<file path="src/sv/hsv2rgb_pkg.sv">
package hsv2rgb_pkg;

    // hue fixed point: degrees * 2^HUE_FRAC_BITS
    localparam int HUE_FRAC_BITS = 6;
    localparam int HUE_W         = 15;
    localparam int CH_W          = 8;
    localparam int CH_MAX        = (1 << CH_W) - 1;

    // one 60-degree sector and a pair of sectors in hue units
    localparam int SEG    = 60 << HUE_FRAC_BITS;
    localparam int TWO_D  = 2 * SEG;
    localparam int NPAIR  = ((1 << HUE_W) - 1) / TWO_D + 1;
    localparam int PAIR_W = (NPAIR > 1) ? $clog2(NPAIR) : 1;
    localparam int REM_W  = $clog2(TWO_D);
    localparam int DEF_W  = $clog2(SEG + 1);

    // channel = floor(v * (255*D - s*deficit) / (255*D))
    localparam int FULL = CH_MAX * SEG;
    localparam int P_W  = CH_W + DEF_W;
    localparam int T_W  = $clog2(FULL + 1);
    localparam int N_W  = CH_W + T_W;

    // 255*D = 3825 * 2^(HUE_FRAC_BITS+2): shift off the power of two,
    // then divide by the odd part with an exact reciprocal
    localparam int DIV_SHIFT   = HUE_FRAC_BITS + 2;
    localparam int DIV_ODD     = CH_MAX * 15;
    localparam int M_W         = N_W - DIV_SHIFT;
    localparam int RECIP_SHIFT = M_W + $clog2(DIV_ODD);
    localparam longint unsigned RECIP =
        ((64'd1 << RECIP_SHIFT) + longint'(DIV_ODD) - 64'd1) / longint'(DIV_ODD);
    localparam int RECIP_W = $clog2(RECIP + 1);
    localparam int PROD_W  = M_W + RECIP_W;
    localparam int Q_W     = PROD_W - RECIP_SHIFT;

    // pipeline: two stages in the top level, four in each channel
    localparam int NSTG   = 6;
    localparam int CH_STG = 4;

    localparam int SECT_W = 3;

    typedef enum logic [SECT_W-1:0] {
        SECT_RED_YEL = 3'd0,
        SECT_YEL_GRN = 3'd1,
        SECT_GRN_CYA = 3'd2,
        SECT_CYA_BLU = 3'd3,
        SECT_BLU_MAG = 3'd4,
        SECT_MAG_RED = 3'd5
    } t_sector;

    typedef struct packed {
        logic [CH_STG-1:0] en;
    } t_chan_ctrl;

endpackage

</file>
<file path="src/sv/hsv2rgb_chan.sv">
module hsv2rgb_chan (
    input  logic                           i_clk,
    input  hsv2rgb_pkg::t_chan_ctrl        i_ctrl,
    input  logic [hsv2rgb_pkg::CH_W-1:0]   i_sat,
    input  logic [hsv2rgb_pkg::CH_W-1:0]   i_bri,
    input  logic [hsv2rgb_pkg::DEF_W-1:0]  i_def,
    output logic [hsv2rgb_pkg::CH_W-1:0]   o_chan
);

    logic [hsv2rgb_pkg::P_W-1:0]    r_p,   n_p;
    logic [hsv2rgb_pkg::CH_W-1:0]   r_bri2, r_bri3;
    logic [hsv2rgb_pkg::T_W-1:0]    r_t,   n_t;
    logic [hsv2rgb_pkg::M_W-1:0]    r_m;
    logic [hsv2rgb_pkg::N_W-1:0]    n_n;
    logic [hsv2rgb_pkg::PROD_W-1:0] prod;
    logic [hsv2rgb_pkg::Q_W-1:0]    quo;
    logic [hsv2rgb_pkg::CH_W-1:0]   r_y,   n_y;

    assign n_p  = hsv2rgb_pkg::P_W'(i_sat) * hsv2rgb_pkg::P_W'(i_def);
    assign n_t  = hsv2rgb_pkg::T_W'(hsv2rgb_pkg::FULL) - hsv2rgb_pkg::T_W'(r_p);
    assign n_n  = hsv2rgb_pkg::N_W'(r_bri3) * hsv2rgb_pkg::N_W'(r_t);
    // exact floor division by the odd part of 255*D
    assign prod = hsv2rgb_pkg::PROD_W'(r_m) * hsv2rgb_pkg::PROD_W'(hsv2rgb_pkg::RECIP);
    assign quo  = prod[hsv2rgb_pkg::PROD_W-1:hsv2rgb_pkg::RECIP_SHIFT];
    assign n_y  = (quo > hsv2rgb_pkg::Q_W'(hsv2rgb_pkg::CH_MAX)) ?
                  hsv2rgb_pkg::CH_W'(hsv2rgb_pkg::CH_MAX) : quo[hsv2rgb_pkg::CH_W-1:0];

    always_ff @(posedge i_clk) begin
        if (i_ctrl.en[0]) begin
            r_p    <= n_p;
            r_bri2 <= i_bri;
        end
        if (i_ctrl.en[1]) begin
            r_t    <= n_t;
            r_bri3 <= r_bri2;
        end
        if (i_ctrl.en[2]) begin
            r_m <= n_n[hsv2rgb_pkg::N_W-1:hsv2rgb_pkg::DIV_SHIFT];
        end
        if (i_ctrl.en[3]) begin
            r_y <= n_y;
        end
    end

    assign o_chan = r_y;

endmodule

</file>
<file path="src/sv/hsv_to_rgb_pixel.sv">
// HSV to RGB pixel converter. Takes hue (degrees * 64, 15 bits), saturation
// and value (8 bits each, 255 = 1.0) and returns 8-bit red, green and blue,
// truncated toward zero and saturated. A hue at or beyond 360 degrees is not
// wrapped and falls into the magenta-to-red sector. Throughput is one pixel
// per clock while the output is not stalled, through the six-stage pipeline:
// sector split, weight select, then per channel a saturation product, a
// subtract, a value product and a constant reciprocal divide. Backpressure
// stalls only the stages that are full, so bubbles are squeezed out while
// the output waits.
module hsv_to_rgb_pixel (
    input  logic        i_clk,
    input  logic        i_rst_n,
    input  logic        s_axis_tvalid,
    output logic        s_axis_tready,
    input  logic [31:0] s_axis_tdata,  // hue[14:0], saturation[22:15], brightness[30:23], pad
    output logic        m_axis_tvalid,
    input  logic        m_axis_tready,
    output logic [23:0] m_axis_tdata   // red[7:0], green[15:8], blue[23:16]
);

    localparam int HW = hsv2rgb_pkg::HUE_W;
    localparam int CW = hsv2rgb_pkg::CH_W;

    logic [HW-1:0] in_hue;
    logic [CW-1:0] in_sat, in_bri;

    logic [hsv2rgb_pkg::NSTG-1:0] r_vld;
    logic [hsv2rgb_pkg::NSTG-1:0] en;

    // stage 0
    logic [hsv2rgb_pkg::PAIR_W-1:0] r_pair, n_pair;
    logic [hsv2rgb_pkg::REM_W-1:0]  r_rem,  n_rem;
    logic [HW-1:0]                  base;
    logic [CW-1:0]                  r_sat0, r_bri0;

    // stage 1
    logic                           odd;
    logic [hsv2rgb_pkg::PAIR_W:0]   sect_num;
    hsv2rgb_pkg::t_sector           sector;
    logic [hsv2rgb_pkg::DEF_W-1:0]  sec_dist;
    logic [hsv2rgb_pkg::DEF_W-1:0]  r_def_r, r_def_g, r_def_b;
    logic [hsv2rgb_pkg::DEF_W-1:0]  n_def_r, n_def_g, n_def_b;
    logic [CW-1:0]                  r_sat1, r_bri1;

    hsv2rgb_pkg::t_chan_ctrl        chan_ctrl;
    logic [CW-1:0]                  red, green, blue;

    localparam logic [hsv2rgb_pkg::DEF_W-1:0] DEF_FULL =
        hsv2rgb_pkg::DEF_W'(hsv2rgb_pkg::SEG);
    localparam logic [hsv2rgb_pkg::REM_W-1:0] REM_SEG =
        hsv2rgb_pkg::REM_W'(hsv2rgb_pkg::SEG);

    assign in_hue = s_axis_tdata[HW-1:0];
    assign in_sat = s_axis_tdata[HW+CW-1:HW];
    assign in_bri = s_axis_tdata[HW+2*CW-1:HW+CW];

    // a stage moves when it is empty or the one after it moves
    always_comb begin
        en[hsv2rgb_pkg::NSTG-1] = ~r_vld[hsv2rgb_pkg::NSTG-1] | m_axis_tready;
        for (int k = hsv2rgb_pkg::NSTG - 2; k >= 0; k--) begin
            en[k] = ~r_vld[k] | en[k+1];
        end
    end

    assign s_axis_tready = en[0];

    always_ff @(posedge i_clk) begin
        if (!i_rst_n) begin
            r_vld <= '0;
        end else begin
            if (en[0]) begin
                r_vld[0] <= s_axis_tvalid;
            end
            for (int k = 1; k < hsv2rgb_pkg::NSTG; k++) begin
                if (en[k]) begin
                    r_vld[k] <= r_vld[k-1];
                end
            end
        end
    end

    // stage 0: which pair of sectors, and hue mod 120 degrees
    always_comb begin
        n_pair = '0;
        base   = '0;
        for (int k = 1; k < hsv2rgb_pkg::NPAIR; k++) begin
            if (int'(in_hue) >= k * hsv2rgb_pkg::TWO_D) begin
                n_pair = hsv2rgb_pkg::PAIR_W'(k);
                base   = HW'(k * hsv2rgb_pkg::TWO_D);
            end
        end
        n_rem = hsv2rgb_pkg::REM_W'(in_hue - base);
    end

    always_ff @(posedge i_clk) begin
        if (en[0]) begin
            r_pair <= n_pair;
            r_rem  <= n_rem;
            r_sat0 <= in_sat;
            r_bri0 <= in_bri;
        end
    end

    // stage 1: deficit of each channel against full weight D
    // chroma -> 0, secondary -> |r - D|, none -> D
    assign odd      = (r_rem >= REM_SEG);
    assign sec_dist = odd ? hsv2rgb_pkg::DEF_W'(r_rem - REM_SEG)
                          : hsv2rgb_pkg::DEF_W'(REM_SEG - r_rem);
    assign sect_num = {r_pair, odd};
    assign sector   = (sect_num >= (hsv2rgb_pkg::PAIR_W + 1)'(hsv2rgb_pkg::SECT_MAG_RED)) ?
                      hsv2rgb_pkg::SECT_MAG_RED :
                      hsv2rgb_pkg::t_sector'(sect_num[hsv2rgb_pkg::SECT_W-1:0]);

    always_comb begin
        unique case (sector)
            hsv2rgb_pkg::SECT_RED_YEL: begin
                n_def_r = '0;       n_def_g = sec_dist; n_def_b = DEF_FULL;
            end
            hsv2rgb_pkg::SECT_YEL_GRN: begin
                n_def_r = sec_dist; n_def_g = '0;       n_def_b = DEF_FULL;
            end
            hsv2rgb_pkg::SECT_GRN_CYA: begin
                n_def_r = DEF_FULL; n_def_g = '0;       n_def_b = sec_dist;
            end
            hsv2rgb_pkg::SECT_CYA_BLU: begin
                n_def_r = DEF_FULL; n_def_g = sec_dist; n_def_b = '0;
            end
            hsv2rgb_pkg::SECT_BLU_MAG: begin
                n_def_r = sec_dist; n_def_g = DEF_FULL; n_def_b = '0;
            end
            default: begin
                n_def_r = '0;       n_def_g = DEF_FULL; n_def_b = sec_dist;
            end
        endcase
    end

    always_ff @(posedge i_clk) begin
        if (en[1]) begin
            r_def_r <= n_def_r;
            r_def_g <= n_def_g;
            r_def_b <= n_def_b;
            r_sat1  <= r_sat0;
            r_bri1  <= r_bri0;
        end
    end

    assign chan_ctrl.en = en[hsv2rgb_pkg::NSTG-1:2];

    hsv2rgb_chan u_chan_r (
        .i_clk  (i_clk),
        .i_ctrl (chan_ctrl),
        .i_sat  (r_sat1),
        .i_bri  (r_bri1),
        .i_def  (r_def_r),
        .o_chan (red)
    );

    hsv2rgb_chan u_chan_g (
        .i_clk  (i_clk),
        .i_ctrl (chan_ctrl),
        .i_sat  (r_sat1),
        .i_bri  (r_bri1),
        .i_def  (r_def_g),
        .o_chan (green)
    );

    hsv2rgb_chan u_chan_b (
        .i_clk  (i_clk),
        .i_ctrl (chan_ctrl),
        .i_sat  (r_sat1),
        .i_bri  (r_bri1),
        .i_def  (r_def_b),
        .o_chan (blue)
    );

    assign m_axis_tvalid = r_vld[hsv2rgb_pkg::NSTG-1];
    assign m_axis_tdata  = {blue, green, red};

    a_rst_empty: assert property (@(posedge i_clk)
        !i_rst_n |=> !m_axis_tvalid)
        else $error("pipeline not empty after reset");

    a_stall_full: assert property (@(posedge i_clk) disable iff (!i_rst_n)
        !s_axis_tready |-> (&r_vld) && !m_axis_tready)
        else $error("input stalled while a stage is empty");

    a_rem_range: assert property (@(posedge i_clk) disable iff (!i_rst_n)
        r_vld[0] |-> int'(r_rem) < hsv2rgb_pkg::TWO_D)
        else $error("hue remainder out of range");

    a_def_roles: assert property (@(posedge i_clk) disable iff (!i_rst_n)
        r_vld[1] |-> (r_def_r == '0 || r_def_g == '0 || r_def_b == '0) &&
                     (r_def_r == DEF_FULL || r_def_g == DEF_FULL || r_def_b == DEF_FULL))
        else $error("no chroma or no empty channel in sector decode");

endmodule
</file>
<file path="config.mk">
export PLATFORM = sky130hd
export DESIGN_NAME = hsv_to_rgb_pixel
export DESIGN_NICKNAME = d
export VERILOG_FILES = /design/src/sv/hsv2rgb_pkg.sv /design/src/sv/hsv2rgb_chan.sv /design/src/sv/hsv_to_rgb_pixel.sv
export SDC_FILE = /design/constraint.sdc
export NUM_CORES = 2
export LEC_CHECK = 0
export ABC_AREA = 1
export BUFFER_PORTS_ARGS = -buffer_cell sky130_fd_sc_hd__buf_2
export CELL_PAD_IN_SITES_DETAIL_PLACEMENT = 0
export CELL_PAD_IN_SITES_GLOBAL_PLACEMENT = 2
export CORE_UTILIZATION = 41
export DETAILED_ROUTE_END_ITERATION = 8
export GPL_TIMING_DRIVEN = 0
export PLACE_DENSITY_LB_ADDON = 0.15
export SLEW_MARGIN = 0
export SYNTH_ARGS = -nofsm -noshare
export SYNTH_HDL_FRONTEND = slang
export SYNTH_SLANG_ARGS = --single-unit
</file>
<file path="constraint.sdc">
create_clock -name i_clk -period 8.71 [get_ports i_clk]
set_clock_uncertainty 0.05 [all_clocks]
set_input_delay 1.742 -clock i_clk [delete_from_list [all_inputs] [get_ports i_clk]]
set_output_delay 1.742 -clock i_clk [all_outputs]
set_load 0.01 [all_outputs]
</file>
==> results.md <==
* Outcome: finished clean
* Worst path arrival time at 4.90 ns
* Routed vias/inst at 4.68
* #FFs+latches synth at 310
* Syn_nets at 7996
* Global route total overflow at 0
* Hold endpoint: u_chan_g.r_bri2[5]
* Half-perimeter wire length after placement at 116000 um
* Num CTS Buffers at 41
* Summed negative setup slack over all endpoints at 0 ns
* Wire per inst at 16.4 um
* Height of the die at 361 um
* Latest clock arrival within the worst-skew pair at 0.66 ns
* Worst Max-Slew Pin Slew at 1.35 ns
* Routability-driven placement congestion ratio at 0.865
* Part of the cycle the worst path needs at 76.8%
* Footprint of the flip-flops and latches at 0.00925 sq mm
* Area of combinational cells with multiple inputs at 0.0365 sq mm
* Buffer cell driving the clock tree root: sky130_fd_sc_hd__clkbuf_16
* Worst min-delay path class: register to register
* Setup repair after global routing missed its margin: no
* Setup repair bufs after CTS at 0
* Remaining routing DRC violations at 0
* Synthesized area per cell at 8.15 sq um
* Max clock buf depth at 3
* Flip-flop cell with the highest count after synthesis: sky130_fd_sc_hd__edfxtp_1
* # resized after CTS at 0
* Post-route cell area at 0.0568 sq mm
* Max Clk Rate at 149 MHz
* Floorplan core area at 0.128 sq mm
* Yosys warning count at 0
* Detail Route Antenna Nets at 0
* Dominant cell by count in the synthesized netlist: sky130_fd_sc_hd__inv_1
* Horiz. Die Dim at 361 um
* Worst Reg2Reg Path Length in Cells at 15
* Crit path kind: input pin to output port
* Placement-stage cell area at 0.0554 sq mm
* Post-synth top area share at 26.7%
* Post-synth top cells: sky130_fd_sc_hd__inv_1, sky130_fd_sc_hd__nand2_1, sky130_fd_sc_hd__ha_1
* Total routing usage reported by global routing at 21.5%
* Clock transition time at the flip-flop clock pins of the worst setup and hold paths at 0.06 ns
* Area contributors post-synth: sky130_fd_sc_hd__fa_1, sky130_fd_sc_hd__ha_1, sky130_fd_sc_hd__edfxtp_1
* Vias in the first global route at 41477
* Global-route wire length before repair at 222000 um
* Portion of the post-synthesis area used by sequential elements at 17.5%
* Number of placement rows at 131
* Initial antenna violation count at 0
* Proportion of synthesized flip-flops having asynchronous set or reset at 0%
* Number of nets in the layout at 8103
* Final count of negative-setup-slack endpoints at 0
* Worst hold path stage count at 0
* Library cell with the largest summed area after synthesis: sky130_fd_sc_hd__fa_1
* Number of violations of the max-capacitance limit at 0
* Reg-to-reg slack, setup at 2.54 ns
* Worst reg2reg endpoint: u_chan_r.r_m[19]
* Number of buffers added to fix hold violations after cts at 0
* Final instance count without filler cells at 8300
* Fraction of the core area covered by cells at the end of the flow at 44.4%
* Filler cell count at 13136
* Placed instance count at 8224
* Sort of element at the end of the critical path: output port
* H-tree depth at 2
* Clock tree from TritonCTS: built
* Detailed-routing iteration count for the pre-antenna-repair pass at 5
* Overall die area at 0.131 sq mm
* Layout cell share with drive strength beyond 1 at 3.93%
* Area Overhead vs Synth at 7.22%
* Post-Synthesis Cell Area at 0.0530 sq mm
* # port buffers at 60
* Type of origin of the critical path: input pin
* Clock period minus final worst setup slack at 6.69 ns
* Endpoint required time on the critical path at 6.92 ns
* RR Startpoint: u_chan_r.r_bri3[1]
* Synth Instances at 6499
* DRT iter0 DRCs at 1703
* Number of placed I/O pins at 62
* Effective utilization at floorplan at 41.4%
* Maximum number of pins on one net before global-route repair at 71
* Maximum fanout encountered on the critical timing path at 70
* Sum of routed wire length over all layers at 136000 um
* Number of distinct library cell variants in the gate-level netlist after synthesis at 50
* Vias post-DR at 38805
* Hold_sp: r_bri1[5]
* Antenna diode instance count at 0
* Final hold vios at 0
* Remaining max-slew budget at the tightest pin at 10.2%
* Number of sinks driven by the clock tree at 310
* Post-synth EDFFs at 304
* Max-slew violation total from the final report at 0
per-layer routing:
metal | global-route usage (%) | vias up | wire, um
met1 | 27.8 | 18301 | 63000
met5 | 0 | - | 0
met4 | 5.84 | 0 | 3880
li1 | - | 19815 | -
met2 | 38.1 | 519 | 65400
met3 | 1.98 | 170 | 3810
flip-flops by register name, indices dropped and copies added (netlist names), 12 cells and up:
signal / cells
u_chan_b.r_m: 20
u_chan_b.r_p: 20
u_chan_b.r_t: 20
u_chan_g.r_m: 20
u_chan_g.r_p: 20
u_chan_g.r_t: 20
u_chan_r.r_m: 20
u_chan_r.r_p: 20
u_chan_r.r_t: 20
r_rem: 13
r_def_b: 12
r_def_g: 12
r_def_r: 12
through the flow:
stage | setup WS [ns] | hold WS, ns
2_1_floorplan | 0.517 | 0.350
3_3_place_gp | -1.92 | 0.352
3_5_place_dp | 1.39 | 0.356
4_1_cts | 1.37 | 0.367
5_1_grt | 1.57 | 0.372
6_report | 2.02 | 0.364
critical path: stages:
cell	delay, ns
sky130_fd_sc_hd__buf_2	0.10
sky130_fd_sc_hd__nor2_1	0.10
sky130_fd_sc_hd__clkinv_1	0.32
sky130_fd_sc_hd__nor2_1	0.22
sky130_fd_sc_hd__inv_2	0.20
sky130_fd_sc_hd__nor2_1	0.33
sky130_fd_sc_hd__nand2_4	0.50
sky130_fd_sc_hd__nor2_1	0.43
sky130_fd_sc_hd__nand2_2	0.56
sky130_fd_sc_hd__buf_2	0.35
final cells by class:
class / instances / share of cell area, %
plain buffers: 181 / 1.41
inverters: 1707 / 11.3
clock inverters: 31 / 0.540
multi-input cells: 4301 / 64.3
repair buffers: 64 / 0.683
well taps: 1662 / 3.66
flip-flops and latches: 310 / 16.3
clock buffers: 44 / 1.83
cell families (layout without fill, tap and decap cells):
logic type	count (synthesis)	count (layout)	synth area share (%)
simple gates	2283	2283	17.5
buf+inv	1888	2027	13.6
fa+ha+maj	1461	1461	44.5
compound gates	406	406	4.40
xor+xnor	151	151	2.50
flops	310	310	17.5
how the worst max path moves through the flow:
stage	startpoint	end	slack, ns	cells after the start
floorplan	m_axis_tready	s_axis_tready	0.52	8
global placement	m_axis_tready	s_axis_tready	-1.92	10
detailed placement	m_axis_tready	s_axis_tready	1.39	10
CTS	m_axis_tready	s_axis_tready	1.37	10
global route	m_axis_tready	s_axis_tready	1.57	10
finish	m_axis_tready	s_axis_tready	2.02	10
placed cells by master (no fill, tap or decap), drive strengths merged, types with 7 or more instances in the layout:
master,synthesis,layout
a21boi,13,13
a21o,28,28
a21oi,198,198
a31oi,19,19
buf,26,90
clkbuf,155,199
clkinv,0,21
edfxtp,304,304
fa,706,706
ha,755,755
inv,1707,1708
nand2,1629,1629
nand3,189,189
nand3b,15,15
nand4,32,32
nor2,334,334
nor3,52,52
nor4,18,18
o21a,16,16
o21ai,91,91
o21bai,31,31
or2,7,7
xnor2,32,32
xor2,119,119
Power is left out: the tool's default activity adds up to more than one toggle a clock period on the data nets, which glitch-free logic cannot reach.
